$ cat src/design/counting_bloom_filter_core_macros.svh
// ----------------------------------------------------------------------------
// counting bloom filter assertion macros
// shared property forms for the core, clocked on clk and held off during rst
// ----------------------------------------------------------------------------
`ifndef COUNTING_BLOOM_FILTER_CORE_MACROS_SVH
`define COUNTING_BLOOM_FILTER_CORE_MACROS_SVH

// condition implies property in the same cycle
`define CBF_ASSERT_NOW(label, cond, prop, msg) \
  label: assert property (@(posedge clk) disable iff (rst) (cond) |-> (prop)) else $error(msg);

// condition implies property in the following cycle
`define CBF_ASSERT_NEXT(label, cond, prop, msg) \
  label: assert property (@(posedge clk) disable iff (rst) (cond) |=> (prop)) else $error(msg);

`endif

$ cat src/design/cbf_pkg.sv
// ----------------------------------------------------------------------------
// cbf_pkg
// constants, types and helpers of the counting bloom filter core
// ----------------------------------------------------------------------------
`default_nettype none

package cbf_pkg;

  localparam int unsigned COUNTER_DEPTH = 4096;
  localparam int unsigned ADDR_W        = $clog2(COUNTER_DEPTH);
  localparam int unsigned CNT_W         = ADDR_W + 1;
  localparam int unsigned MAX_PROBES    = 16;
  localparam int unsigned PROBE_W       = $clog2(MAX_PROBES + 1);
  localparam int unsigned KEY_BYTES     = 16;

  localparam int unsigned MOD_BITS      = 4;
  localparam int unsigned MOD_STEPS     = 64 / MOD_BITS;
  localparam int unsigned MOD_CNT_W     = $clog2(MOD_STEPS);

  localparam logic [63:0] MM_C1  = 64'h87c37b91114253d5;
  localparam logic [63:0] MM_C2  = 64'h4cf5ad432745937f;
  localparam logic [63:0] MIX_A  = 64'h0000000052dce729;
  localparam logic [63:0] MIX_B  = 64'h0000000038495ab5;
  localparam logic [63:0] FM_1   = 64'hff51afd7ed558ccd;
  localparam logic [63:0] FM_2   = 64'hc4ceb9fe1a85ec53;
  localparam logic [63:0] SEED_A = 64'h1234567890abcdef;
  localparam logic [63:0] SEED_B = 64'hfedcba0987654321;
  localparam logic [7:0]  COUNTER_MAX = 8'hff;

  typedef enum logic [1:0] {
    OP_INSERT = 2'd0,
    OP_QUERY  = 2'd1,
    OP_REMOVE = 2'd2,
    OP_CLEAR  = 2'd3
  } op_t;

  typedef enum logic [0:0] {
    CFG_HASH_COUNT    = 1'b0,
    CFG_COUNTER_COUNT = 1'b1
  } cfg_idx_t;

  typedef enum logic [4:0] {
    S_IDLE, S_CLEAR,
    S_L1M1, S_L1M2, S_L2M1, S_L2M2,
    S_MIX1, S_MIX2, S_MIX3, S_MIX4, S_MIX5, S_MIX6,
    S_FA1, S_FA2, S_FB1, S_FB2, S_FIN,
    S_MODA, S_MODB, S_MODW,
    S_PRD, S_PCHK, S_PADV,
    S_DONE
  } state_t;

  typedef struct packed {
    logic busy;
    logic done;
  } unit_stat_t;

  function automatic logic [63:0] rotl64(input logic [63:0] v, input int unsigned r);
    return (v << r) | (v >> (64 - r));
  endfunction

  function automatic logic [63:0] xs33(input logic [63:0] v);
    return v ^ (v >> 33);
  endfunction

endpackage

`default_nettype wire

$ cat src/design/cbf_mul64.sv
// ----------------------------------------------------------------------------
// cbf_mul64
// low 64 bits of a 64x64 product from one 32x32 multiplier in three partial products
// ----------------------------------------------------------------------------
`default_nettype none

module cbf_mul64 (
  input  wire logic                clk,
  input  wire logic                rst,
  input  wire logic                start,
  input  wire logic [63:0]         a,
  input  wire logic [63:0]         b,
  output logic [63:0]              product,
  output cbf_pkg::unit_stat_t      stat
);

  localparam logic [1:0] PH_IDLE = 2'd0;
  localparam logic [1:0] PH_LL   = 2'd1;
  localparam logic [1:0] PH_LH   = 2'd2;
  localparam logic [1:0] PH_HL   = 2'd3;

  logic [1:0]  phase;
  logic        done;
  logic [63:0] opa, opb, acc;
  logic [31:0] pa, pb;
  logic [63:0] part;

  always_comb begin
    pa = opa[31:0];
    pb = opb[31:0];
    unique case (phase)
      PH_LH:   pb = opb[63:32];
      PH_HL:   pa = opa[63:32];
      default: ;
    endcase
    part = {32'd0, pa} * {32'd0, pb};
  end

  always_ff @(posedge clk) begin
    if (rst) begin
      phase <= PH_IDLE;
      done  <= 1'b0;
    end else begin
      done <= 1'b0;
      unique case (phase)
        PH_IDLE: if (start) phase <= PH_LL;
        PH_LL:   phase <= PH_LH;
        PH_LH:   phase <= PH_HL;
        PH_HL: begin
          phase <= PH_IDLE;
          done  <= 1'b1;
        end
      endcase
    end
  end

  always_ff @(posedge clk) begin
    if (phase == PH_IDLE && start) begin
      opa <= a;
      opb <= b;
    end
    if (phase == PH_LL) acc <= part;
    else if (phase != PH_IDLE) acc <= acc + {part[31:0], 32'd0};
  end

  assign product   = acc;
  assign stat.busy = (phase != PH_IDLE);
  assign stat.done = done;

endmodule

`default_nettype wire

$ cat config.mk
export PLATFORM = sky130hd
export DESIGN_NAME = cbf_mul64
export DESIGN_NICKNAME = d
export VERILOG_FILES = /design/src/design/counting_bloom_filter_core_macros.svh /design/src/design/cbf_pkg.sv /design/src/design/cbf_mul64.sv
export SDC_FILE = /design/constraint.sdc
export NUM_CORES = 2
export LEC_CHECK = 0
export BUFFER_PORTS_ARGS = -buffer_cell sky130_fd_sc_hd__buf_2
export CELL_PAD_IN_SITES_DETAIL_PLACEMENT = 0
export CELL_PAD_IN_SITES_GLOBAL_PLACEMENT = 2
export CORE_MARGIN = 2
export CORE_UTILIZATION = 45
export DETAILED_ROUTE_END_ITERATION = 7
export GPL_TIMING_DRIVEN = 0
export HOLD_SLACK_MARGIN = 0.03
export PLACE_DENSITY_LB_ADDON = 0.15
export SYNTH_ARGS = -nofsm -noshare
export SYNTH_HDL_FRONTEND = slang
export SYNTH_SLANG_ARGS = --single-unit
$ cat constraint.sdc
create_clock -name clk -period 23.6 [get_ports clk]
set_input_delay 4.72 -clock clk [delete_from_list [all_inputs] [get_ports clk]]
set_output_delay 4.72 -clock clk [all_outputs]
set_load 0.05 [all_outputs]
* Word level (Yosys, flattened, before mapping)
Index checks and enable logic that the tools add are counted.
** Operators by class
- Equality and inequality tests :: 4
- Bitwise logic cells :: 0
- Multiplexer cells :: 7
- Div/mod/pow operators :: 0
- Reductions and logical operators :: 4
- Multipliers :: 1
- Add/sub/neg operators :: 1
- Order comparisons :: 0
- Shifts and indexed selects :: 0
** Operators with widths (count)
- 64-bit two-way mux :: 2
- 64-bit adder :: 1
- 32-bit by 32-bit multiplier with 64-bit output :: 1
- 32-bit two-way mux :: 2
- 2-bit case mux with 4 select lines :: 1
- 2-bit equality test, second input constant :: 2
- 2-bit nonzero test :: 2
- 2-bit by 1-bit equality test with 1-bit output, second input constant :: 1
- 2-bit logical NOT :: 1
- 2-bit two-way mux :: 1
- 2-bit inequality test, second input constant :: 1
- 1-bit logical AND :: 1
- 1-bit two-way mux :: 1
** Word-level totals
- ROM bits :: 0
- Memories :: 0
- Latch bits :: 0
- Word-level logic and storage cells :: 22
- Flip-flop bits (word level) :: 195
- Memory bits (writable) :: 0

* Logic depth before layout (Yosys ltp)
- Depth after elaboration :: 6
- Mapped depth :: 39
- Mapped depth without buffers :: 37

* Worst setup path after synthesis
No wires, ideal clock.
- Path type :: flip-flop to flip-flop
- Start point :: register phase[1]
- End point :: register acc[63], in the netlist product[63], data pin
- Clock period less this slack :: 9.985 ns
- Cell stages (with the launch flop) :: 38
- Slack :: 13.615 ns
- Arrival :: 9.715 ns
- Setup time :: 0.270 ns
- Path buffers :: 4
- Cells stage by stage :: dfxtp_1 > ha_1 > clkbuf_1 > buf_1 > buf_1 > mux2i_1 > clkbuf_1 > nor2_1 > fa_1 > fa_1 > fa_1 > inv_1 > fa_1 > inv_1 > fa_1 > inv_1 > fa_1 > inv_1 > [2 not listed] > ha_1 > a21oi_1 > o21ai_0 > a221oi_1 > o21ai_0 > a21oi_1 > xnor2_1 > ha_1 > a21o_1 > a21oi_1 > nor2_1 > a211oi_1 > o21a_1 > nand2b_1 > a21boi_0 > o41ai_1 > xnor2_1 > mux2i_1
** Between the ends
- Longest elaborated chain between the ends :: 6
** Ends and longest elaborated chain
- from (decl) :: RTL line cbf_mul64.sv:22 : logic [1:0] phase;
- from (signal assigned) :: RTL line cbf_mul64.sv:41 : phase <= PH_IDLE;
- from (signal assigned) :: RTL line cbf_mul64.sv:46 : PH_IDLE: if (start) phase <= PH_LL;
- from (signal assigned) :: RTL line cbf_mul64.sv:47 : PH_LL: phase <= PH_LH;
- 2-bit equality test :: RTL line cbf_mul64.sv:31 : unique case (phase)
- 32-bit two-way mux :: RTL line cbf_mul64.sv:31
- 32-bit by 32-bit multiplier with 64-bit output :: RTL line cbf_mul64.sv:36 : part = {32'd0, pa} * {32'd0, pb};
- 64-bit adder :: RTL line cbf_mul64.sv:63 : else if (phase != PH_IDLE) acc <= acc + {part[31:0], 32'd0};
- 64-bit two-way mux :: RTL line cbf_mul64.sv:63
- 64-bit two-way mux * :: RTL line cbf_mul64.sv:62 : if (phase == PH_LL) acc <= part;
- to (signal assigned) :: RTL line cbf_mul64.sv:62
- to (signal assigned) :: RTL line cbf_mul64.sv:63
- to (decl) :: RTL line cbf_mul64.sv:24 : logic [63:0] opa, opb, acc;
Every way passes the cells marked *; elsewhere a longest branch is shown, timed or not. The select of a mux whose other input is x is not followed.
A chain may end at the register's enable or synchronous reset.

* Worst setup path in the final report
Same ends and word-level chain as after synthesis.

==> results.py <==
metrics = {
    "synthesis": {
        "synth_flop_cell": "edfxtp_1",
        "syn_inst": 4263,
        "ys_warn_count": 0,
        "syn_area_um2": 40870,
        "syn_area_per_cell_um2": 9.588,
        "synth_edf_count": 192,
        "synth.area.top_cells": "fa_1 44%, edfxtp_1 14%, ha_1 9.2%, inv_1 8.1%, nand2_1 6.5%",
        "yosysTopAreaCellShare_pct": 43.93,
        "ys_ff_latch": 195,
        "synth_nets": 5592,
        "async_flop_share_pct": 0,
        "yosysMostFrequentCell": "fa_1",
        "synth_cell_types": 64,
        "yosysTopAreaCell": "fa_1",
        "ys_seq_area_share_pct": 14.25,
        "synth_common_cells": "897 x fa_1, 878 x inv_1, 709 x nand2_1, 402 x nor2_1, 301 x ha_1",
    },
    "setup_path": {
        "crit_type": "register to register",
        "r2r_cells": 30,
        "r2r_setup_slack_ps": 9410,
        "cp-end-kind": "register",
        "required_ps": 23860,
        "setup.worst_path.end": "product[63]$_DFFE_PP_",
        "slowest_stage": "o41ai_1",
        "cpMostUsedCell": "fa_1",
        "start_kind": "register",
        "crit_arrival_ps": 14450,
        "worstPathMaxFanout": 10,
        "reg2reg_to": "product[63]$_DFFE_PP_",
        "critPathMaxStageDelay_ps": 1310,
        "crit_start": "phase[1]$_SDFFE_PP0P_",
        "r2r_start": "phase[1]$_SDFFE_PP0P_",
    },
    "floorplan": {
        "die_y_um": 305.4,
        "die-area_um2": 93260,
        "core.rowCount": 110,
        "ioPinCount": 197,
        "initial_utilization_pct": 45.41,
        "core_area_um2": 90010,
        "fp.dieW_um": 305.4,
    },
    "drt": {
        "wl_mm": 153.9,
        "drc_errors": 0,
        "vias": 31164,
        "firstDrtPassIters": 5,
        "drt_first_iter_violations": 2704,
        "ant_nets": 0,
        "post_drt_via_cell_ratio": 5.485,
        "post_drt_wl_per_cell_um": 27.09,
    },
    "global_routing": {
        "grt_max_degree": 65,
        "grtUsageTotal_pct": 33.90,
        "grt_first_pass_wirelength_mm": 224.4,
        "overflow": 0,
        "grt_pass1_vias": 32403,
        "antenna_found_initial": 6,
    },
    "clock_tree": {
        "numCtsBuffers": 17,
        "clk_pin_slew_worst_paths_ps": 90,
        "hold_buffers": 0,
        "cts.sinks": 195,
        "post_cts_buffers": 0,
        "cts_tree": "yes",
        "cts_resized": 0,
        "clockRootBuffer": "clkbuf_16",
        "clockBufferDepth": 2,
        "htreeDepth": 4,
        "clk_latency_ps": 530,
    },
    "sta": {
        "relSlewSlack_pct": -3.529,
        "period_share_pct": 60.13,
        "max_slew.worst_pin.slew_ps": 1533,
        "timing.fmax_mhz": 70.47,
        "finalHoldViolCount": 0,
        "slew_violations": 6,
        "setup_viol": 0,
        "layout_min_cycle_time_ps": 14190,
        "skew_ps": 15.22,
        "rsz0062_at_grt": "false",
        "finalSetupTns_ps": 0,
    },
    "placement": {
        "io_buffers": 196,
        "gp_routability_congestion": 1.003,
        "dp_hpwl_mm": 131.6,
    },
    "cells_and_area": {
        "fin_util_pct": 49.21,
        "drive_gt1_share_pct": 7.682,
        "nets": 5820,
        "area_delta_synth_final_pct": 8.366,
    },
    "run": {
        "cap_viol_max_count": 1,
    },
    "status": {
        "failed_checks": "capacitance limit, slew limit",
        "status": "finished, violations left",
    },
    "hold_path": {
        "hp-class": "register to register",
    },
}
## layout make-up
class                           count  area [um2]
Fill cell                        8821       45720
Multi-Input combinational cell   2993       31120
Sequential cell                   195        5826
Inverter                          878        3296
Tap cell                         1176        1471
Timing Repair Buffer              209        1167
Buffer                            197       754.5
Clock buffer                       17       425.4
Clock inverter                     15       224.0
Antenna cell                        2       5.005
## worst min-delay path by stage
stage,startpoint,end,slack [ps],cells past startpoint
after detailed placement,phase[1]$_SDFFE_PP0P_,phase[1]$_SDFFE_PP0P_,490,2
after global routing,phase[1]$_SDFFE_PP0P_,phase[1]$_SDFFE_PP0P_,530,2
after global placement,phase[1]$_SDFFE_PP0P_,phase[1]$_SDFFE_PP0P_,490,2
after CTS,phase[1]$_SDFFE_PP0P_,phase[1]$_SDFFE_PP0P_,500,2
final,phase[1]$_SDFFE_PP0P_,phase[1]$_SDFFE_PP0P_,510,2
after floorplan,phase[1]$_SDFFE_PP0P_,phase[1]$_SDFFE_PP0P_,460,2
## per-layer routing
| metal | part of all wire, % | global-route usage, % | routed length (um) | vias up |
|---|---|---|---|---|
| li1 | - | - | - | 13373 |
| met1 | 44 | 48.34 | 67190 | 16368 |
| met2 | 45 | 52.02 | 68550 | 1222 |
| met3 | 7.4 | 5.269 | 11410 | 197 |
| met4 | 4.4 | 13.58 | 6772 | 4 |
| met5 | 0.014 | 0 | 21 | - |
## cell families after synthesis
group,Yosys count,synth area share (%)
xor gates and xnor gates,92,1.971
buffers and inverters,1075,9.897
muxes,122,3.178
AOI/OAI and AO/OA,316,5.011
adders and majority gates,1198,53.15
DFF,195,14.25
and+or+nand+nor,1265,12.54
## critical path, delay by kind of cell, from the launching register on
| family | cells | cell delay [ps] |
|---|---|---|
| simple gates | 1 | 150 |
| buf+inv | 10 | 4370 |
| mux | 2 | 690 |
| fa+ha+maj | 11 | 5130 |
| xor+xnor | 2 | 750 |
| compound gates | 4 | 2390 |
| flops | 1 | 390 |
## state kept, by name, summed over array words and instances (netlist names)
name	cells
done	1
opa	64
opb	64
phase	2
product	64
## layout by cell type, fill, tap and decap left out, drive strengths merged, types with 4 or more instances in the layout
cell / count
o21bai: 9
o21a: 14
fa: 897
o21ai: 58
a21o: 65
or3: 4
nand3: 11
ha: 301
nor2b: 14
o31ai: 8
a21oi: 100
nor2: 402
and3: 12
nand4: 19
and2: 51
nand2b: 22
clkbuf: 196
a211oi: 9
nand2: 709
a221oi: 4
mux2: 62
xor2: 45
mux2i: 60
edfxtp: 192
xnor2: 47
nor3: 11
clkinv: 6
a311oi: 5
buf: 227
a31oi: 13
inv: 887
## per-stage QoR
step	cells	worst slack [ps]	hold WS, ps	area (um2)
2_1_floorplan	4263	13620	458.7	40870
3_3_place_gp	5635	7923	487.9	43330
3_5_place_dp	5647	9766	491.8	43630
4_1_cts	5679	9724	505.0	44280
5_1_grt	5680	9106	531.6	44290
6_report	5682	9409	510.6	44290
Power is not shown: default switching activity piles up to over one toggle a cycle in this logic, so the estimate is an artifact.
