<file path="src/design/counting_bloom_filter_core_macros.svh">
// ----------------------------------------------------------------------------
// counting bloom filter assertion macros
// shared property forms for the core, clocked on clk and held off during rst
// ----------------------------------------------------------------------------
`ifndef COUNTING_BLOOM_FILTER_CORE_MACROS_SVH
`define COUNTING_BLOOM_FILTER_CORE_MACROS_SVH

// condition implies property in the same cycle
`define CBF_ASSERT_NOW(label, cond, prop, msg) \
  label: assert property (@(posedge clk) disable iff (rst) (cond) |-> (prop)) else $error(msg);

// condition implies property in the following cycle
`define CBF_ASSERT_NEXT(label, cond, prop, msg) \
  label: assert property (@(posedge clk) disable iff (rst) (cond) |=> (prop)) else $error(msg);

`endif

</file>
<file path="src/design/cbf_pkg.sv">
// ----------------------------------------------------------------------------
// cbf_pkg
// constants, types and helpers of the counting bloom filter core
// ----------------------------------------------------------------------------
`default_nettype none

package cbf_pkg;

  localparam int unsigned COUNTER_DEPTH = 4096;
  localparam int unsigned ADDR_W        = $clog2(COUNTER_DEPTH);
  localparam int unsigned CNT_W         = ADDR_W + 1;
  localparam int unsigned MAX_PROBES    = 16;
  localparam int unsigned PROBE_W       = $clog2(MAX_PROBES + 1);
  localparam int unsigned KEY_BYTES     = 16;

  localparam int unsigned MOD_BITS      = 4;
  localparam int unsigned MOD_STEPS     = 64 / MOD_BITS;
  localparam int unsigned MOD_CNT_W     = $clog2(MOD_STEPS);

  localparam logic [63:0] MM_C1  = 64'h87c37b91114253d5;
  localparam logic [63:0] MM_C2  = 64'h4cf5ad432745937f;
  localparam logic [63:0] MIX_A  = 64'h0000000052dce729;
  localparam logic [63:0] MIX_B  = 64'h0000000038495ab5;
  localparam logic [63:0] FM_1   = 64'hff51afd7ed558ccd;
  localparam logic [63:0] FM_2   = 64'hc4ceb9fe1a85ec53;
  localparam logic [63:0] SEED_A = 64'h1234567890abcdef;
  localparam logic [63:0] SEED_B = 64'hfedcba0987654321;
  localparam logic [7:0]  COUNTER_MAX = 8'hff;

  typedef enum logic [1:0] {
    OP_INSERT = 2'd0,
    OP_QUERY  = 2'd1,
    OP_REMOVE = 2'd2,
    OP_CLEAR  = 2'd3
  } op_t;

  typedef enum logic [0:0] {
    CFG_HASH_COUNT    = 1'b0,
    CFG_COUNTER_COUNT = 1'b1
  } cfg_idx_t;

  typedef enum logic [4:0] {
    S_IDLE, S_CLEAR,
    S_L1M1, S_L1M2, S_L2M1, S_L2M2,
    S_MIX1, S_MIX2, S_MIX3, S_MIX4, S_MIX5, S_MIX6,
    S_FA1, S_FA2, S_FB1, S_FB2, S_FIN,
    S_MODA, S_MODB, S_MODW,
    S_PRD, S_PCHK, S_PADV,
    S_DONE
  } state_t;

  typedef struct packed {
    logic busy;
    logic done;
  } unit_stat_t;

  function automatic logic [63:0] rotl64(input logic [63:0] v, input int unsigned r);
    return (v << r) | (v >> (64 - r));
  endfunction

  function automatic logic [63:0] xs33(input logic [63:0] v);
    return v ^ (v >> 33);
  endfunction

endpackage

`default_nettype wire

</file>
<file path="src/design/cbf_mod.sv">
// ----------------------------------------------------------------------------
// cbf_mod
// remainder of a 64-bit value by the counter modulus, MOD_BITS dividend bits per cycle
// ----------------------------------------------------------------------------
`default_nettype none

module cbf_mod (
  input  wire logic                        clk,
  input  wire logic                        rst,
  input  wire logic                        start,
  input  wire logic [63:0]                 dividend,
  input  wire logic [cbf_pkg::CNT_W-1:0]   divisor,
  output logic [cbf_pkg::ADDR_W-1:0]       remainder,
  output cbf_pkg::unit_stat_t              stat
);

  logic                            busy, done;
  logic [cbf_pkg::MOD_CNT_W-1:0]   cnt;
  logic [63:0]                     dvd;
  logic [cbf_pkg::ADDR_W-1:0]      rem, rem_next;

  always_comb begin
    logic [cbf_pkg::CNT_W-1:0] t;
    rem_next = rem;
    for (int j = 0; j < cbf_pkg::MOD_BITS; j++) begin
      t = {rem_next, dvd[63-j]};
      if (t >= divisor) t = t - divisor;
      rem_next = t[cbf_pkg::ADDR_W-1:0];
    end
  end

  always_ff @(posedge clk) begin
    if (rst) begin
      busy <= 1'b0;
      done <= 1'b0;
      cnt  <= '0;
    end else begin
      done <= 1'b0;
      if (busy) begin
        cnt <= cnt + 1'b1;
        if (cnt == cbf_pkg::MOD_CNT_W'(cbf_pkg::MOD_STEPS - 1)) begin
          busy <= 1'b0;
          done <= 1'b1;
        end
      end else if (start) begin
        busy <= 1'b1;
        cnt  <= '0;
      end
    end
  end

  always_ff @(posedge clk) begin
    if (!busy && start) begin
      dvd <= dividend;
      rem <= '0;
    end else if (busy) begin
      dvd <= dvd << cbf_pkg::MOD_BITS;
      rem <= rem_next;
    end
  end

  assign remainder = rem;
  assign stat.busy = busy;
  assign stat.done = done;

endmodule

`default_nettype wire

</file>
<file path="config.mk">
export PLATFORM = sky130hd
export DESIGN_NAME = cbf_mod
export DESIGN_NICKNAME = d
export VERILOG_FILES = /design/src/design/counting_bloom_filter_core_macros.svh /design/src/design/cbf_pkg.sv /design/src/design/cbf_mod.sv
export SDC_FILE = /design/constraint.sdc
export NUM_CORES = 1
export LEC_CHECK = 0
export BUFFER_PORTS_ARGS = -buffer_cell sky130_fd_sc_hd__clkbuf_2
export CORE_MARGIN = 2
export CORE_UTILIZATION = 50
export CTS_BUF_LIST = sky130_fd_sc_hd__clkbuf_16
export CTS_CLUSTER_DIAMETER = 50
export DETAILED_ROUTE_END_ITERATION = 7
export PLACE_DENSITY = 0.76
export SLEW_MARGIN = 10
export SYNTH_ARGS = -nofsm -noshare
export SYNTH_HDL_FRONTEND = slang
export SYNTH_SLANG_ARGS = --single-unit
</file>
<file path="constraint.sdc">
create_clock -name clk -period 13.3 [get_ports clk]
set_clock_uncertainty 0.05 [all_clocks]
set_input_delay 2.66 -clock clk [delete_from_list [all_inputs] [get_ports clk]]
set_output_delay 2.66 -clock clk [all_outputs]
set_load 0.01 [all_outputs]
</file>
# Word level (Yosys, flattened, before mapping)
# Index checks and enable logic that the tools add are counted.
# W data, S select, Z words.
# totals
elab_cells,33
inputBits,80
out_inout_bits,14
reg_bits,82
# op_classes
n_eq_ne,1
order_cmp,4
muxes,12
bitwise_logic,1
add_sub_neg,5
n_reduce_logical,5
# ops
operator,count
$mux W64,2
$ge A13 B13 Y1,4
$mux W12,4
$sub A12 B12 Y12,4
$mux W4,2
$add A4 B1 Y4 const B,1
$eq A4 B4 Y1 const B,1
$mux W1,4
$reduce_bool A2 Y1,2
$reduce_or A2 Y1,1
$logic_and A1 B1 Y1,1
$logic_not A1 Y1,1
$not A1 Y1,1

# Depth between registers and ports, before layout
# Gate-level depths: netlist of the first run.
# logic_depth
word_depth,8
ltp_mapped,39
ltp_nobuf,35

# Worst setup path after synthesis of the first run
# No wires, ideal clock.
# synth_timing
kind,input to register
from,input port divisor[10] (netlist name)
to,register rem (netlist bit remainder[5])
arrival_ns,10.062
slack_ns,3.065
t_required_ns,13.127
setup_time_ns,0.123
path_buffers,5
stages,36
path_cell_list,inv_1 > ha_1 > a21o_1 > a211o_1 > a211o_1 > o211ai_2 > buf_2 > mux2_2 > inv_1 > ha_1 > nor2b_1 > o31a_1 > o211ai_2 > a211oi_2 > or2_0 > buf_6 > buf_2 > a21oi_1 > ha_1 > nor2b_1 > o31a_1 > o311ai_0 > o211ai_2 > clkbuf_1 > o31ai_1 > inv_1 > ha_1 > o21a_1 > o31a_1 > o311ai_1 > a31oi_1 > a221o_1 > clkbuf_1 > mux2i_1 > a222oi_1 > inv_1
# synth_between
elab_chain_cells,8
word_cells_on_any_way,12
cone_classes,add/sub (4); order compare (4); mux (4)
# synth_rtl
item,line_no,text
"start, declared",cbf_mod.sv:12,"input wire logic [cbf_pkg::CNT_W-1:0] divisor,"
$sub A12 B12 Y12 / $ge A13 B13 Y1 (equally long branches),cbf_mod.sv:27,if (t >= divisor) t = t - divisor;
$mux W12,cbf_mod.sv:27,
$sub A12 B12 Y12 / $ge A13 B13 Y1 (equally long branches),cbf_mod.sv:27,
$mux W12,cbf_mod.sv:27,
$ge A13 B13 Y1 / $sub A12 B12 Y12 (equally long branches),cbf_mod.sv:27,
$mux W12,cbf_mod.sv:27,
$sub A12 B12 Y12 / $ge A13 B13 Y1 (equally long branches),cbf_mod.sv:27,
$mux W12 *,cbf_mod.sv:27,
"end signal, assigned",cbf_mod.sv:58,rem <= rem_next;
"end, declared",cbf_mod.sv:20,"logic [cbf_pkg::ADDR_W-1:0] rem, rem_next;"
# Every way passes the cells marked *; elsewhere a longest branch is shown, timed or not.
# A chain may end at the register's enable or synchronous reset.

# Worst setup path in the final report of the first run
# layout_timing
from,input port divisor[1] (netlist name)
to,register rem (netlist bit remainder[6])
# layout_between
elab_chain_cells,8
word_cells_on_any_way,12
cone_classes,add/sub (4); order compare (4); mux (4)
# layout_rtl
item,line_no
$sub A12 B12 Y12 / $ge A13 B13 Y1 (equally long branches),cbf_mod.sv:27
$mux W12,cbf_mod.sv:27
$sub A12 B12 Y12 / $ge A13 B13 Y1 (equally long branches),cbf_mod.sv:27
$mux W12,cbf_mod.sv:27
$sub A12 B12 Y12 / $ge A13 B13 Y1 (equally long branches),cbf_mod.sv:27
$mux W12,cbf_mod.sv:27
$sub A12 B12 Y12 / $ge A13 B13 Y1 (equally long branches),cbf_mod.sv:27
$mux W12 *,cbf_mod.sv:27
# Marks and branches as above.

==> impl.org, run 1 <==
** Route
- Antenna-violating nets left :: 0
- Dividing the detail-routed wire length by the instance count gives 18.7 um.
- Using the TritonRoute via totals, the vias-per-cell ratio works out to 5.95.
- 1st-iter DRT viols :: 441
- Summing over every cut layer, the via total after detailed routing is 5109.
- Total wirelength of the detailed-routed design :: 16100 um
- The first TritonRoute pass finished after 5 iterations.
- For this run, design rule violations remaining after detail routing come to 0.

** Global routing
- Global routing used 6.48% of the available met3 tracks.
- Global Route Usage Sum :: 24.9%
- For this run, global-route usage on met2 was measured as 41.0%.
- Wire length of the first global-routing pass :: 25200 um
- Entering global routing, the biggest net connects 65 pins.
- In this run the most used layer during global routing was met2.
- Global routing finished with a remaining overflow of 0.
- Via count of the first global-routing pass :: 4984
- GR Util met1 :: 31.7%
- Initial antenna violation count :: 0

** Hold path
- The worst hold path terminates at dvd[34].
- WHS Path Cells :: 1
- Hold Crit Start :: dvd[30]
- The path class of the tightest hold or removal check is reg -> reg.

** Floorplanning
- Pin placement for this block handled 94 I/O pins.
- Floorplan die width :: 115 um
- The core region is 0.0121 mm^2.
- Initial standard-cell utilization of the core :: 51.2%
- Full die area :: 0.0133 mm^2
- Num rows :: 40
- Vertical die dimension :: 115 um

** Timing
- Setup-violating endpoint count in the final report :: 0
- Tightest slew margin relative to the limit :: 27.7%
- At the pin with the least slew margin, the transition time is 1.08 ns.
- Least setup slack across all paths after layout :: 1.44 ns
- The final number of max-transition violations is 0.
- Static timing analysis puts the maximum clock frequency at 0.0843 GHz.
- Of the available clock period, the critical path in the final layout requires 89.2%.
- Setup repair after global routing left no endpoint under its margin.
- The hold violation total from the final report came to 0.
- Adding up every negative setup slack in the final design gives 0 ns.
- Tmin final :: 11.86 ns

** Synthesis
- Flip-flop cell with the highest count after synthesis :: edfxtp_1
- In this run, distinct cell masters in the synthesized netlist total 63.
- Synthesis produced a netlist whose cell count is 598.
- Post-synthesis instance area :: 0.00618 mm^2
- Net count after synthesis :: 735
- Yosys mapped a number of flops with a built-in enable equal to 64.
- After synthesis, the mean cell area works out to 10.3 um^2.
- Number of synthesized register bits :: 82
- The Yosys step of the flow raised 0 warnings.
- Summing the sequential cell areas from Yosys gives 36.9% of the chip area.
- In the synthesized netlist the async set-or-reset flop fraction comes to 0%.

** Worst setup path
- STA classifies the critical path endpoint as a register.
- The worst register-to-register path begins at remainder[9].
- The endpoint identified for the worst register-to-register timing path is remainder[6].
- The most numerous cell type found on the critical path is ha_1.
- Data required time at the worst endpoint :: 13.54 ns
- For flop-to-flop paths, the worst setup slack is 3.68 ns.
- Worst r2r path cells :: 31
- The worst setup path is of the in -> reg kind.
- Crit Path Max Fanout :: 19
- STA classifies the critical path startpoint as an input port.
- Biggest cell delay along the critical path :: 0.79 ns
- Library cell contributing the largest single delay on the critical path :: or2_0
- Data on the critical path arrives at its endpoint at 12.10 ns.

** Clocking
- TritonCTS clock tree :: done
- Once the clock tree was built, the setup fixing pass inserted 0 buffers.
- The H-tree was split into 3 levels.
- Clock tree synthesis selected as its root buffer the cell clkbuf_16.
- Number of hold-repair buffers added at the cts stage :: 0
- After clock tree synthesis, the clock-pin slew on the worst setup and hold paths is 0.07 ns.
- In this run, post-CTS repair resized a total of 0 instances.
- The clock passes through at most 2 buffers.
- Cts bufs inserted :: 9
- Total number of clock tree sinks :: 82
- Clock latency on the worst-skew pair, taken at its later pin, is 0.34 ns.

** Finish
- Cells with a size suffix above 1 make up 29.4% of the layout.
- Layout Nets :: 822
- The number of antenna diodes in the final layout is 0.
- Footprint of the flip-flops and latches :: 0.00228 mm^2
- Leaving out fill and tap cells, the most frequent cell in the layout is clkbuf_2.
- Multi-input logic area :: 0.00366 mm^2
- Relative to the synthesized area, the layout overhead comes to 14.7%.
- The filler cells instantiated in the layout total 1022.
- In the layout the commonest cells are clkbuf_2, mux2_2, edfxtp_1.

** Power and ir drop
- Summed over all cells, the static leakage comes to 3.12 nW.
- Total power density per cell area :: 258 mW/mm^2
- Across the VDD grid, the largest voltage drop is 0.137 mV.

** Placed design
- The wire-length estimate of the detail-placed layout is 12300 um.
- Input and output buffers added on the ports amount to 93.
- OpenSTA, run right after detailed placement, puts the worst setup slack at 1.41 ns.
- At the end of routability-driven placement, the weighted congestion stood at 0.986.

** Job
- Max-cap violations in this run came to 0.

** Outcome
- The run finished with clean final reports.
==> metrics by stage <==
step           std cells  util (%)  power (mW)  instance area (um^2)  hold WS, ns
2_1_floorplan        598         -        1.26                  6180        0.458
5_1_grt              858      58.8        1.96                  7090        0.512
4_1_cts              858      58.8        1.80                  7090        0.503
6_report             858      58.8        1.83                  7090        0.501
3_5_place_dp         842      56.3        1.54                  6790        0.484
3_3_place_gp         842      56.3        1.52                  6790        0.477
==> registers in the layout, indices dropped and copies added (netlist names) <==
register   count
done           1
cnt            4
remainder     12
busy           1
dvd           64
==> final cells by class <==
class / instances / share of cell area (%)
clock buffers: 9 / 3.18
well taps: 168 / 2.96
multi-input cells: 455 / 51.6
repair buffers: 95 / 6.78
inverters: 42 / 2.22
clock inverters: 7 / 1.08
flip-flops and latches: 82 / 32.2
==> worst max-delay path, delay by kind of cell <==
family	cells	cell delay, ns
mux	1	0.40
simple gates	5	2.08
fa+ha+maj	4	1.37
compound gates	19	5.03
buf+inv	4	0.56
==> where the power goes <==
group | internal, mW | switching (mW) | total [mW]
Combinational | 0.518 | 0.706 | 1.22
Sequential | 0.323 | 0.0298 | 0.353
Clock | 0.134 | 0.116 | 0.249
==> cells by family (layout without fill, tap and decap cells) <==
logic type | Yosys count | count (layout) | synth area share, %
AO/OA/AOI/OAI | 143 | 143 | 16.1
XOR/XNOR | 37 | 37 | 5.24
adder cells (fa/ha/maj) | 57 | 57 | 12.0
buffers and inverters | 61 | 153 | 3.99
flip-flops | 82 | 82 | 36.9
multiplexers | 81 | 81 | 14.8
AND/OR/NAND/NOR | 137 | 137 | 11.0
==> synth_stat cells, types with 14 or more instances <==
| cell | n | share of area (%) |
|---|---|---|
| nand2_1 | 28 | 1.7 |
| edfxtp_1 | 64 | 31 |
| o21ai_0 | 31 | 2.5 |
| inv_1 | 40 | 2.4 |
| ha_1 | 53 | 11 |
| dfxtp_1 | 18 | 5.8 |
| nor2_1 | 39 | 2.4 |
| mux2_2 | 75 | 14 |
| clkbuf_1 | 14 | 0.85 |
| a21oi_1 | 36 | 2.9 |
| xnor2_1 | 25 | 3.5 |
==> per-layer routing <==
metal	wire, um	up-vias
li1	-	2402
met1	6510	2408
met2	7720	252
met3	1360	47
met4	493	0
met5	0	-
==> worst max path at each step <==
stage | to | depth (start not counted) | from | slack [ns]
3_5_place_dp | remainder[10] | 33 | divisor[10] | 1.41
6_report | remainder[6] | 33 | divisor[1] | 1.44
5_1_grt | remainder[6] | 33 | divisor[1] | 0.96
3_3_place_gp | remainder[7] | 33 | divisor[10] | 1.59
2_1_floorplan | remainder[5] | 36 | divisor[10] | 3.06
4_1_cts | remainder[10] | 33 | divisor[1] | 1.74
Power figures use the tool's default switching activity.
==> run 2: changes to the inputs <==
--- a/config.mk
+++ b/config.mk
@@ -5,13 +5,14 @@
 export SDC_FILE = /design/constraint.sdc
 export NUM_CORES = 1
 export LEC_CHECK = 0
+export ABC_AREA = 1
 export BUFFER_PORTS_ARGS = -buffer_cell sky130_fd_sc_hd__clkbuf_2
 export CORE_MARGIN = 2
 export CORE_UTILIZATION = 50
 export CTS_BUF_LIST = sky130_fd_sc_hd__clkbuf_16
 export CTS_CLUSTER_DIAMETER = 50
 export DETAILED_ROUTE_END_ITERATION = 7
-export PLACE_DENSITY = 0.76
+export PLACE_DENSITY = 0.75
 export SLEW_MARGIN = 10
 export SYNTH_ARGS = -nofsm -noshare
 export SYNTH_HDL_FRONTEND = slang
==> run 2 against run 1 <==
  * Register-to-register slack improved by 2.3 ns
  * Critical path depth rose by 5
  * Core utilization fell by 0.14 points
  * Largest cell class unchanged
  * Count of clock-buffer cells in the layout did not move
==> impl.org, run 2 <==
** Floorplanning
- The number of placed I/O pins came to 94 (unchanged).
- Initial standard-cell utilization of the core :: 51.8% (+0.58 points)
- The site row count came to 41 (+2.5%).
- The overall die area came to 0.0141 mm^2 (+6.4%).
- The die boundary width was 119 um (+3.2%).
- The area of the core was 0.0127 mm^2 (+5.5%).
- The vertical die dimension came to 119 um (+3.2%).

** Timing
- The hold violation total from the final report was 0 (unchanged).
- The count of final setup violators was 0 (unchanged).
- Final period utilization :: 70.9% (-18 points)
- Total negative setup slack :: 0 ns (unchanged)
- Max-slew violation total from the final report :: 0 (unchanged)
- Tmin final :: 9.42 ns (-2.44 ns)
- The worst max-slew margin expressed relative to the limit came to 36.0% (+8.3 points).
- Setup repair after global routing left no endpoint under its margin.
- F_max :: 0.106 GHz (+26%)
- Transition time at the pin with the least slew margin :: 0.957 ns (-0.124 ns)

** Route
- Number of vias in the routed layout :: 5727 (+12%)
- The wire length per cell after detailed routing came to 15.9 um (-15%).
- The number of vias per cell came to 5.40 (-9.3%).
- 1st-iter DRT viols :: 493 (+12%)
- The detailed-router iteration count before antenna repair came to 5 (unchanged).
- The number of remaining DRC errors was 0 (unchanged).
- Total wirelength of the detailed-routed design :: 16900 um (+5.1%)
- The antenna violation net count after detailed routing was 0 (unchanged).

** Synthesis
- Post-synthesis instance area :: 0.00659 mm^2 (+6.7%)
- The number of synthesized register bits was 82 (unchanged).
- Synth area leaders :: edfxtp_1, nand2_1, mux2_2
- Share of the yosys chip area belonging to registers :: 34.6% (-2.3 points)
- Library cell with the highest instance count after synthesis :: nand2_1
- The commonest cells after synthesis are nand2_1, inv_1, edfxtp_1.
- Instance count of the mapped netlist :: 796 (+33%)
- Count of yosys warnings during synthesis :: 0 (unchanged)
- Post-synth cell types :: 44 (-30%)
- Synthesized area per cell :: 8.28 um^2 (-20%)
- The area share of the leading cell type in the synthesized netlist was 29.2% (-1.9 points).
- Net count after synthesis :: 933 (+27%)
- Summed over all instances, the cell type with the most area after synthesis is edfxtp_1.
- The share of synthesized registers carrying an async set or reset was 0% (unchanged).
- The count of flip-flops with a built-in enable after synthesis came to 64 (unchanged).
- Among all flip-flop cells after synthesis, the most frequent one is edfxtp_1.

** Clocking
- CTS placed an instance of clkbuf_16 at the clock tree root.
- The clock sink total is 82 (unchanged).
- The maximum clock insertion buffer count was 2 (unchanged).
- Insertion delay to the later sink of the worst-skew pair :: 0.33 ns (about the same)
- Cts bufs inserted :: 9 (unchanged)
- The clock-pin slew on the worst setup and hold paths was 0.06 ns (about the same).
- CTS-repair resized insts :: 0 (unchanged)
- Number of buffers added for setup after CTS :: 0 (unchanged)
- Number of H-tree levels :: 3 (unchanged)
- TritonCTS clock tree :: done
- Number of hold-repair buffers added at the cts stage :: 0 (unchanged)

** Placed design
- GPL Wtd Cong :: 0.972 (-1.4%)
- The number of placed instances, taps included is 1044 (+24%).
- Buffers on Ports :: 93 (unchanged)
- The HPWL after detailed placement came to 13300 um (+8.0%).

** Finish
- The layout cell share with drive strength beyond 1 is 23.5% (-5.9 points).
- Commonest non-fill, non-tap cell in the layout :: nand2_1
- The net count of the finished layout came to 1020 (+24%).
- Largest reg by FF count :: dvd
- The count of fill cells added during filler insertion is 1194 (+17%).
- P&R area growth vs syn :: 13.2%
- Flip-flop count of the largest register, all copies and words added :: 64 (unchanged)
- Layout Cells excl Fill :: 1060 (+24%)
- The number of inserted diodes is 0 (unchanged).
- The top cell types in the final layout, fill and taps aside, are nand2_1, inv_1, clkbuf_2.

** Worst setup path
- The worst endpoint data arrival time is 9.60 ns (-2.50 ns).
- Cell repeated most along the worst path :: nand2_1
- Start-to-end type of the worst setup path :: in -> reg
- Biggest cell delay along the critical path :: 0.43 ns (-0.36 ns)
- The worst setup path is launched from an input port.
- Data required time at the worst endpoint :: 13.47 ns (-0.07 ns)
- Among cell families on the critical path, the largest total delay comes from simple AND/OR/NAND/NOR gates.
- Library cell contributing the largest single delay on the critical path :: nand3_1
- Crit Path Max Fanout :: 16 (-3)
- Worst Path Buf+Inv :: 6 (+2)
- Endpoint type of the worst setup path :: register

** Global routing
- The number of global-route vias before repair is 5566 (+12%).
- Initial antenna violation count :: 0 (unchanged)
- Maximum number of pins on one net before global-route repair :: 65 (unchanged)
- The wire length of the first global-routing pass came to 26800 um (+6.4%).
- Global Route Usage Sum :: 24.1% (-0.75 points)
- Congestion Overflow GR :: 0 (unchanged)

** Hold path
- Worst hold path class :: reg -> reg

** Outcome
- Run status :: completed

** Job
- # Max-Cap Violations :: 0 (unchanged)
[run 2: path summary, 6_finish.rpt]
check	start	to	slack, ns	cells after the start
max reg2reg	dvd[63]	remainder[1]	5.94	40
min reg2reg	cnt[3]	cnt[3]	0.44	2
min	cnt[3]	cnt[3]	0.44	2
max	divisor[1]	remainder[1]	3.88	38
[run 2: tightest hold or removal path: stages (launching register included)]
cell and delay [ns]:
dfxtp_1 0.32, o21ai_0 0.07, o2bb2ai_1 0.05
[run 2: layout make-up]
class | count | area (um^2) | share of cell area, %
clock buffer | 9 | 225 | 3.02
clock inverter | 7 | 77.6 | 1.04
inverter | 97 | 364 | 4.88
multi-input combinational | 598 | 3820 | 51.1
sequential | 82 | 2280 | 30.6
tap | 172 | 215 | 2.88
timing repair buffer | 95 | 480 | 6.44
[run 2: kinds of logic (layout without fill, tap and decap cells)]
group | after synthesis | after routing | share of synthesized area [%]
compound gates | 83 | 83 | 7.29
xor+xnor | 28 | 28 | 3.72
fa+ha+maj | 57 | 57 | 11.3
buf+inv | 116 | 208 | 7.53
simple gates | 370 | 370 | 25.3
flops | 82 | 82 | 34.6
mux | 60 | 60 | 10.2
[run 2: layer usage]
metal,vias up,global-route usage (%),share of wire [%]
met2,221,41.6,48
met3,37,5.80,7.3
met5,-,0,0
met4,0,9.38,2.7
li1,2855,-,-
met1,2614,29.0,42
[run 2: stage by stage]
| step | hold WS (ns) | area [um^2] | util [%] | worst slack [ns] |
|---|---|---|---|---|
| 2_1_floorplan | 0.409 | 6590 | - | 5.32 |
| 4_1_cts | 0.449 | 7460 | 58.6 | 4.03 |
| 6_report | 0.442 | 7460 | 58.6 | 3.88 |
| 3_3_place_gp | 0.433 | 7160 | 56.3 | 3.79 |
| 5_1_grt | 0.478 | 7460 | 58.6 | 3.20 |
| 3_5_place_dp | 0.438 | 7160 | 56.3 | 3.67 |
Power of run 2 is not shown: default switching activity piles up to over one toggle a cycle in this logic, so the estimate is an artifact.
==> run 3: changes to the inputs <==
--- a/config.mk
+++ b/config.mk
@@ -5,14 +5,14 @@
 export SDC_FILE = /design/constraint.sdc
 export NUM_CORES = 1
 export LEC_CHECK = 0
-export ABC_AREA = 1
+export ABC_AREA = 0
 export BUFFER_PORTS_ARGS = -buffer_cell sky130_fd_sc_hd__clkbuf_2
 export CORE_MARGIN = 2
 export CORE_UTILIZATION = 50
 export CTS_BUF_LIST = sky130_fd_sc_hd__clkbuf_16
 export CTS_CLUSTER_DIAMETER = 50
 export DETAILED_ROUTE_END_ITERATION = 7
-export PLACE_DENSITY = 0.75
+export PLACE_DENSITY = 0.76
 export SLEW_MARGIN = 10
 export SYNTH_ARGS = -nofsm -noshare
 export SYNTH_HDL_FRONTEND = slang
==> constraint.sdc (replaced) <==
create_clock -name clk -period 9 [get_ports clk]
set_clock_uncertainty 0.05 [all_clocks]
set_input_delay 1.8 -clock clk [delete_from_list [all_inputs] [get_ports clk]]
set_output_delay 1.8 -clock clk [all_outputs]
set_load 0.01 [all_outputs]
==> run 3 against run 2 <==
  * Die area fell by 6.1%
  * Via count shrank 2.4%
  * Worst hold slack improved by 0.059 ns
  * Sequential share of layout area down 2.7 points
  * Sequential cell count stayed put
  * Critical path depth fell by 5
  * Worst setup slack got worse by 3.7 ns
  * Largest cell class unchanged
  * Highest routed layer unchanged
==> impl.org, run 3 (same netlist as run 1, synthesis figures left out) <==
** Finish
- The top cell types in the final layout, fill and taps aside, are buf_4, clkbuf_2, mux2_2.
- Leaving out fill and tap cells, the most frequent cell in the layout is buf_4.
- The flip-flop count of the largest register, all copies and words added was 64 (unchanged).
- The post-route standard cell area excluding fillers was 0.00819 mm^2 (+9.8%).
- Layout Cells excl Fill :: 975 (-8.0%)
- Largest reg by FF count :: dvd
- The net count of the finished layout was 939 (-7.9%).
- The layout cell share with drive strength beyond 1 is 42.3% (+19 points).
- The number of inserted diodes is 0 (unchanged).
- P&R area growth vs syn :: 32.6%
- Final-layout fill cell count :: 893 (-25%)
- The final standard cell utilization of the core is 67.9% (+9.3 points).

** Worst setup path
- Data required time at the worst endpoint :: 9.18 ns (-4.29 ns)
- Biggest cell delay along the critical path :: 0.47 ns (+0.04 ns)
- Crit Path Max Fanout :: 7 (-9)
- Worst Path Buf+Inv :: 8 (+2)
- Library cell contributing the largest single delay on the critical path :: a221o_2
- Top delay family on crit path :: compound AO/OA/AOI/OAI gates
- The critical path in this run is classified as in -> reg.
- In this design, the critical path's most frequently occurring cell is ha_1.
- Startpoint types :: input port
- Worst endpoint data arrival time :: 8.99 ns (-0.61 ns)
- Endpoint type of the worst setup path :: register

** Route
- Antenna-violating nets left :: 0 (unchanged)
- Number of vias in the routed layout :: 5587 (-2.4%)
- Post-detailed-route wirelength per cell :: 18.6 um (+17%)
- The total length of routed wires came to 18100 um (+7.2%).
- The number of remaining DRC errors came to 0 (unchanged).
- The detailed-router iteration count before antenna repair was 5 (unchanged).
- The number of design-rule violations left by the first detailed-router iteration came to 612 (+24%).
- The number of vias per cell was 5.73 (+6.1%).

** Timing
- Transition time at the pin with the least slew margin :: 1.06 ns (+0.105 ns)
- Final period utilization :: 97.9%
- Max-slew violation total from the final report :: 0 (unchanged)
- Final count of hold timing violations :: 0 (unchanged)
- Final worst hold slack :: 0.500 ns (+0.0588 ns)
- Tmin final :: 8.81 ns
- Based on the critical path, the design can be clocked at up to 0.114 GHz.
- The count of final setup violators is 0 (unchanged).
- The worst max-slew margin expressed relative to the limit is 28.9% (-7.0 points).

** Placed design
- The number of placed instances, taps included was 951 (-8.9%).
- Detailed placer's ending HPWL :: 13800 um (+4.1%)
- The final estimated routing congestion in global placement is 1.04 (+6.6%).
- Buffers on Ports :: 93 (unchanged)
- Cell Area, Placed :: 0.00762 mm^2 (+6.4%)

** Clocking
- The maximum clock insertion buffer count is 2 (unchanged).
- Insertion delay to the later sink of the worst-skew pair :: 0.34 ns (about the same)
- The clock sink total came to 82 (unchanged).
- The root buffer cell chosen for the clock tree is clkbuf_16.
- Cts bufs inserted :: 9 (unchanged)
- TritonCTS clock tree :: done
- The level count of the clock H-tree came to 3 (unchanged).
- Number of hold-repair buffers added at the cts stage :: 0 (unchanged)
- Clock transition time at the flip-flop clock pins of the worst setup and hold paths :: 0.06 ns (about the same)

** Floorplanning
- The starting density of the core was 51.2% (-0.58 points).
- The overall die area is 0.0133 mm^2 (-6.1%).
- The die boundary width came to 115 um (-3.1%).
- The number of placed I/O pins is 94 (unchanged).
- Num rows :: 40 (-2.4%)
- The vertical die dimension was 115 um (-3.1%).
- Standard cell core area :: 0.0121 mm^2 (-5.2%)

** Power and ir drop
- Combinational power share :: 72.6%
- Leakage component of the power :: 3.72 nW
- For this design the ratio of total power to cell area is 415 mW/mm^2.
- Power share of the clock group :: 12.0%
- IR analysis of the VDD net gives a maximum drop of 0.189 mV.
- Total power consumption of the routed design :: 3.40 mW
- Internal power consumption :: 1.93 mW
- The analysis attributes to net switching a power of 1.46 mW.
- Net switching is 43.1% of the power.
- Seq pwr share :: 15.4%

** Global routing
- Congestion Overflow GR :: 0 (unchanged)
- Wire length of the first global-routing pass :: 28200 um (+5.2%)
- Via count of the first global-routing pass :: 5745 (+3.2%)
- The initial antenna violation count was 0 (unchanged).
- The global-route total usage across every layer came to 27.6% (+3.5 points).
- The maximum number of pins on one net before global-route repair was 65 (unchanged).

** Hold path
- The tightest min-delay check is of the reg -> reg type.

** Job
- The total of max-cap violations came to 0 (unchanged).

** Outcome
- The run finished with clean final reports.
run 3: worst paths after layout:
kind / start / end / slack, ns / cells past startpoint
hold / removal: dvd[45] / dvd[49] / 0.50 / 1
hold reg to reg: dvd[45] / dvd[49] / 0.50 / 1
setup / recovery: divisor[2] / remainder[9] / 0.19 / 33
setup reg to reg: dvd[63] / remainder[9] / 1.28 / 34
run 3: power by group through the flow:
stage | logic [mW] | registers [mW] | clock network, mW
floorplan | 1.37 | 0.515 | 0
global placement | 2.16 | 0.527 | 0
detailed placement | 2.22 | 0.530 | 0
CTS | 2.27 | 0.523 | 0.415
global route | 2.65 | 0.528 | 0.430
finish | 2.46 | 0.523 | 0.409
run 3: timing repair:
action / in CTS / in global routing
gates cloned: 1 / 0
pin swaps: 2 / 17
endpoints found under the setup margin: 12 / 12
resized for setup: 6 / 37
buffers inserted: 1 / 6
run 3: area by class of cell:
| class | instances | area (um^2) | share of cell area, % |
|---|---|---|---|
| Sequential cell | 82 | 2280 | 27.9 |
| Multi-Input combinational cell | 456 | 3850 | 47.0 |
| Timing Repair Buffer | 211 | 1360 | 16.6 |
| Clock buffer | 9 | 225 | 2.75 |
| Tap cell | 168 | 210 | 2.57 |
| Inverter | 42 | 159 | 1.94 |
| Clock inverter | 7 | 106 | 1.30 |
run 3: layer usage:
layer | part of all wire (%) | GRT usage [%] | up-vias | routed length [um]
met4 | 3.8 | 12.1 | 0 | 697
met2 | 50 | 48.0 | 229 | 9010
met3 | 6.4 | 4.85 | 47 | 1160
met5 | 0 | 0 | - | 0
li1 | - | - | 2639 | -
met1 | 40 | 33.5 | 2672 | 7250
run 3: metrics by stage:
stage	TNS, ns	setup WS [ns]
6_report	0	0.191
2_1_floorplan	0	0.00793
4_1_cts	0	0.0103
5_1_grt	-0.354	-0.0765
3_3_place_gp	-3.42	-0.338
3_5_place_dp	-5.18	-0.513
